[src/rtl/mm4_pkg.sv]
// Shared types and constants for the 4x4 matrix multiplier.
`timescale 1ns / 1ps
`default_nettype none
package mm4_pkg;

  localparam int DATA_W    = 32;
  localparam int PROD_W    = 64;
  localparam int FRAC_W    = 16;
  localparam int IDX_MAX_W = 4;
  localparam int OUT_IDX_W = 2;

  localparam logic signed [DATA_W-1:0] SAT_MAX = 32'sh7FFF_FFFF;
  localparam logic signed [DATA_W-1:0] SAT_MIN = 32'sh8000_0000;

  // Token that walks the cell chain, one per result entry.
  typedef struct packed {
    logic                 valid;
    logic [IDX_MAX_W-1:0] row;
    logic [IDX_MAX_W-1:0] col;
    logic                 last;
  } tok_t;

endpackage
`default_nettype wire

[src/rtl/mm4_cell.sv]
// One MAC cell of the chain: holds one row of the first matrix and one column of the second.
`timescale 1ns / 1ps
`default_nettype none
module mm4_cell
  import mm4_pkg::*;
#(
  parameter int DIM = 4
) (
  input  wire logic                            clk,
  input  wire logic                            rst_n,
  input  wire logic                            adv,
  input  wire logic                            wr_l,
  input  wire logic                            wr_r,
  input  wire logic [$clog2(DIM)-1:0]          wr_idx,
  input  wire logic [DATA_W-1:0]               wr_data,
  input  wire tok_t                            tok_in,
  input  wire logic [PROD_W+$clog2(DIM)-1:0]   acc_in,
  output tok_t                                 tok_out,
  output logic [PROD_W+$clog2(DIM)-1:0]        acc_out
);

  localparam int IDX_W = $clog2(DIM);
  localparam int ACC_W = PROD_W + IDX_W;

  logic [DATA_W-1:0] l_mem_r [DIM];
  logic [DATA_W-1:0] r_mem_r [DIM];

  tok_t                     tok1_r;
  tok_t                     tok2_r;
  logic [ACC_W-1:0]         acc1_r;
  logic [ACC_W-1:0]         acc2_r;
  logic signed [PROD_W-1:0] prod1_r;
  logic signed [PROD_W-1:0] prod_nxt;
  logic [ACC_W-1:0]         acc2_nxt;

  always_ff @(posedge clk) begin
    if (wr_l) begin
      l_mem_r[wr_idx] <= wr_data;
    end
    if (wr_r) begin
      r_mem_r[wr_idx] <= wr_data;
    end
  end

  always_comb begin
    prod_nxt = $signed(r_mem_r[tok_in.row[IDX_W-1:0]]) *
               $signed(l_mem_r[tok_in.col[IDX_W-1:0]]);
    acc2_nxt = acc1_r + {{(ACC_W-PROD_W){prod1_r[PROD_W-1]}}, prod1_r};
  end

  always_ff @(posedge clk) begin
    if (!rst_n) begin
      tok1_r <= '0;
      tok2_r <= '0;
    end else if (adv) begin
      tok1_r <= tok_in;
      tok2_r <= tok1_r;
    end
  end

  always_ff @(posedge clk) begin
    if (adv) begin
      acc1_r  <= acc_in;
      prod1_r <= prod_nxt;
      acc2_r  <= acc2_nxt;
    end
  end

  assign tok_out = tok2_r;
  assign acc_out = acc2_r;

endmodule
`default_nettype wire
[config.mk]
export PLATFORM = sky130hd
export DESIGN_NAME = mm4_cell
export DESIGN_NICKNAME = d
export VERILOG_FILES = /design/src/rtl/mm4_pkg.sv /design/src/rtl/mm4_cell.sv
export SDC_FILE = /design/constraint.sdc
export NUM_CORES = 2
export LEC_CHECK = 0
export BUFFER_PORTS_ARGS = -buffer_cell sky130_fd_sc_hd__buf_2
export CORE_MARGIN = 3
export CORE_UTILIZATION = 30
export DETAILED_ROUTE_END_ITERATION = 10
export SLEW_MARGIN = 20
export SYNTH_ARGS = -nofsm -noshare
export SYNTH_HDL_FRONTEND = slang
export SYNTH_SLANG_ARGS = --single-unit
[constraint.sdc]
create_clock -name clk -period 13.7 [get_ports clk]
set_input_delay 1.37 -clock clk [delete_from_list [all_inputs] [get_ports clk]]
set_output_delay 1.37 -clock clk [all_outputs]
set_load 0.02 [all_outputs]
; Word level (Yosys, flattened, before mapping)
; Memories as Yosys holds them, arrays and structs flattened.
; Index checks and enable logic that the tools add are counted.
[word_totals]
ff_bits = 216
ram_bits = 256
input_bits = 115
out_inout_bits = 76
word_cells = 19
n_memories = 2
[mem_list]
columns = name, depth, width, rd, rd_ports_with_merged_regs, wr, line
row1 = l_mem_r, 4, 32, 1, 0, 1, mm4_cell.sv:25  ; logic [DATA_W-1:0] l_mem_r [DIM];
row2 = r_mem_r, 4, 32, 1, 0, 1, mm4_cell.sv:26  ; logic [DATA_W-1:0] r_mem_r [DIM];
[classes]
add_sub_neg = 1
n_mul = 1
n_mux = 4
[ops]
columns = operator, n
row1 = 66-bit adder, 1
row2 = 32-bit by 32-bit multiplier with 64-bit output, 1
row3 = 1-bit 2-to-1 mux, 4

; Depth between registers and ports, before layout
[logic_depth]
word_depth = 2
depth_mapped = 34
depth_no_buf = 30

; Worst setup path after synthesis
; Ideal clock, no wire load.
[synth_timing]
path_type = input-to-reg
from = input port tok_in[2] (netlist name)
to = register prod1_r[61] (data pin)
setup_time_ns = 0.259
t_arrival_ns = 10.085
t_required_ns = 13.441
setup_slack_ns = 3.355
stages = 31
n_path_buf = 3
cell_sequence = clkbuf_1 > buf_1 > mux2_2 > o21ai_1 > clkbuf_1 > nor2_1 > fa_1 > fa_1 > inv_1 > fa_1 > inv_1 > fa_1 > inv_1 > fa_1 > inv_1 > fa_1 > inv_1 > fa_1 > inv_1 > fa_1 > ha_1 > a21o_1 > a21o_1 > a21oi_1 > o21bai_1 > a21o_1 > a2111oi_0 > or4_1 > nand3_1 > a41oi_1 > xnor2_1
[synth_via]
elab_chain_cells = 2
[synth_rtl]
columns = item, line
row1 = start: declaration, mm4_cell.sv:16  ; input wire tok_t tok_in,
row2 = memory read 4 x 32 bit, n/a
row3 = 32-bit by 32-bit multiplier with 64-bit output, mm4_cell.sv:46  ; prod_nxt = $signed(r_mem_r[tok_in.row[IDX_W-1:0]]) *
row4 = named net prod_nxt[61], mm4_cell.sv:33  ; logic signed [PROD_W-1:0] prod_nxt;
row5 = end signal: assignment, mm4_cell.sv:64  ; prod1_r <= prod_nxt;
row6 = end: declaration, mm4_cell.sv:32  ; logic signed [PROD_W-1:0] prod1_r;
; The timed path passes the listed nets, and every way through them passes these cells.
; A chain may end at the register's enable or synchronous reset.

; Worst setup path in the final report
; Ends and elaborated chain as after synthesis.

==> results.txt <==
outcome: complete, no violations
met3 usage: 3.83%
Final Max Slew Viols: 0
WHS Path Cells: 2
Longest Clk Path Bufs: 3
Crit. path cell count: 31
hold crit path type: reg -> reg
EDFF count, synth: 452
top_reg_cell synth: edfxtp_1
Initial Util: 30.4%
Critical Path AT: 11430 ps
Ys Warns: 0
Async SR Flop Fraction: 0%
Chip Width: 435 µm
xor/xnor share of the synthesized area: 2.12%
Hold Buf Count CTS: 0
most frequent cells in the layout: 1083 x fa_1, 1047 x inv_1, 594 x nand2_1
Crit path max-delay family: adder cells
drt first-iter violations: 2659
Fin Setup TNS: 0 ps
CP Capture Type: flop
post-route ant nets: 0
initial antenna violation count: 15
GP Congestion: 0.932
CTS resizes: 0
core outline area: 182000 µm²
Worst Setup Path Type: in -> reg
Fin. Hold Viols: 0
GRT overflow: 0
sequential cell area fraction in the yosys report: 25.3%
setup violators final: 0
register area: 14000 µm²
largest net degree at the start of global routing: 64
synthesis-stage register bit count: 472
Post-CTS Setup Bufs: 0
first-pass GRT wire length: 253 mm
Synth Area in Simple Gates: 10.3%
clock root cell: clkbuf_16
Tot GR Track Use: 17.5%
worst slew pin tran: 1080 ps
share of post-route cells with drive strength above 1: 9.39%
I/O pins: 191
DRT Pass-1 Iters: 5
multi-input logic area: 36700 µm²
area leader, netlist: fa_1
final period demand of the worst path: 11030 ps
most common cell after layout, fill and taps aside: fa_1
Mapped Area: 55300 µm²
synth top area cells: fa_1 39%, edfxtp_1 25%, inv_1 7.1%, ha_1 5.6%, nand2_1 4.0%
RSZ-0062 raised after global routing: false
TritonCTS Buffers: 57
Peak Freq: 90.7 MHz
clk_skew: 35.5 ps
Worst slew margin: 27.1%
Startpoint Class: input pin
CTS tree: built
Yosys cell types: 68
Fillers: 18482
clk_lat worst skew: 680 ps
cell mode on critical path: fa_1
part of the cycle the worst path needs: 80.5%
met2 usage: 29.8%
Port Buffer Count: 190
post-DP HPWL: 127 mm
Post-Syn Instances: 5241
Synth Area per Inst: 10.6 µm²
DIE HEIGHT: 435 µm
vias post-DR: 38029
vias in the first global route: 41614
P&R area growth vs syn: 11.1%
H-tree Lvls: 2
Post-Route WL: 164 mm
M1 GR Usage: 21.2%
busiest grt layer: met2
CP Buf/Inv Count: 9
Vias/cell: 4.84
Layout Nets: 6812
Compound-Gate Fraction of Synth Area: 5.87%
max_cap viols: 0
post-synthesis mux area share: 2.86%
CP peak stage delay: 970 ps
DRC: 0
# clock sinks: 472
slowest CP cell: fa_1
required time of the worst setup path: 14100 ps
Synth Area in Adders: 44.8%
Cell Rows: 156
wire per inst: 20.9 µm
clk slew on worst S/H paths: 50 ps
die area: 190000 µm²
reg2reg path depth: 26
share of the synthesized area in the top cell type: 39.2%
Mapped Nets: 6688
crit-path max FO: 29
largest family of logic cells by synthesized area: adder cells
synthesized netlist by cell type, types with 22 or more instances:
| cell type | number |
|---|---|
| fa_1 | 1083 |
| mux2_2 | 56 |
| o21ai_1 | 39 |
| a21o_1 | 84 |
| ha_1 | 249 |
| clkbuf_1 | 207 |
| and3_1 | 22 |
| a21oi_1 | 120 |
| nor2_1 | 572 |
| o21a_1 | 65 |
| o21ai_0 | 76 |
| nand2_1 | 594 |
| nor2b_1 | 37 |
| mux2i_1 | 75 |
| edfxtp_1 | 452 |
| nand3_1 | 27 |
| xor2_1 | 43 |
| inv_1 | 1047 |
| xnor2_1 | 91 |
| and2_1 | 39 |
path summary, 6_finish.rpt:
path / slack [ps] / endpoint / startpoint
worst max-delay path: 2670 / prod1_r[61]$_DFFE_PP_ / tok_in[2]
worst max register to register: 4200 / prod1_r[61]$_DFFE_PP_ / l_mem_r[3][2]$_DFFE_PP_
worst min-delay path: 510 / tok_out[2]$_SDFFE_PN0P_ / tok_out[2]$_SDFFE_PN0P_
worst min register to register: 510 / tok_out[2]$_SDFFE_PN0P_ / tok_out[2]$_SDFFE_PN0P_
worst register-to-register path: stages (launching register included):
cell and delay [ps]:
edfxtp_1 360, mux4_2 840, nand2_1 310, inv_1 110
fa_1 610, fa_1 470, fa_1 720, fa_1 1050
inv_1 410, fa_1 590, inv_1 60, fa_1 530
inv_1 50, fa_1 470, inv_1 50, fa_1 450
ha_1 350, a21o_1 180, a21o_1 160, a21oi_1 300
o21bai_1 110, a21o_1 190, a2111oi_0 370, or4_1 180
nand3_1 60, a41oi_1 200, xnor2_1 100
per-stage QoR:
stage          setup slack (ps)  area [µm²]  instances  hold slack, ps  util (%)
6_report                   2670       61400       7864             512      33.8
4_1_cts                    2800       61400       7860             519      33.8
3_5_place_dp               2080       59400       7755             501      32.7
3_3_place_gp               2210       59400       7755             491      32.7
5_1_grt                    2070       61400       7862             546      33.8
2_1_floorplan              3360       55300       5241             482         -
flip-flops by register name, summed over array words and instances, names as in the netlist:
signal,flops
prod1_r,64
tok1_r,10
acc1_r,66
acc_out,66
l_mem_r,128
r_mem_r,128
tok_out,10
kinds of logic after synthesis:
logic type	count (synthesis)
AO/OA/AOI/OAI	500
adder cells (fa/ha/maj)	1332
multiplexers	140
buffers and inverters	1282
XOR/XNOR	134
AND/OR/NAND/NOR	1381
flip-flops	472
metal layers:
| metal | vias up | part of all wire (%) |
|---|---|---|
| met5 | - | 0.033 |
| met4 | 8 | 5.6 |
| met3 | 422 | 7.9 |
| met2 | 1508 | 48 |
| met1 | 19618 | 39 |
| li1 | 16473 | - |
final cells by class:
type,count,area share [%]
multi-input cells,3487,59.7
flip-flops and latches,472,22.7
inverters,1047,6.40
well taps,2449,4.99
repair buffers,300,2.92
clock buffers,65,2.41
clock inverters,40,0.847
diodes,4,0.0163
Power is not shown: default switching activity piles up to over one toggle a cycle in this logic, so the estimate is an artifact.
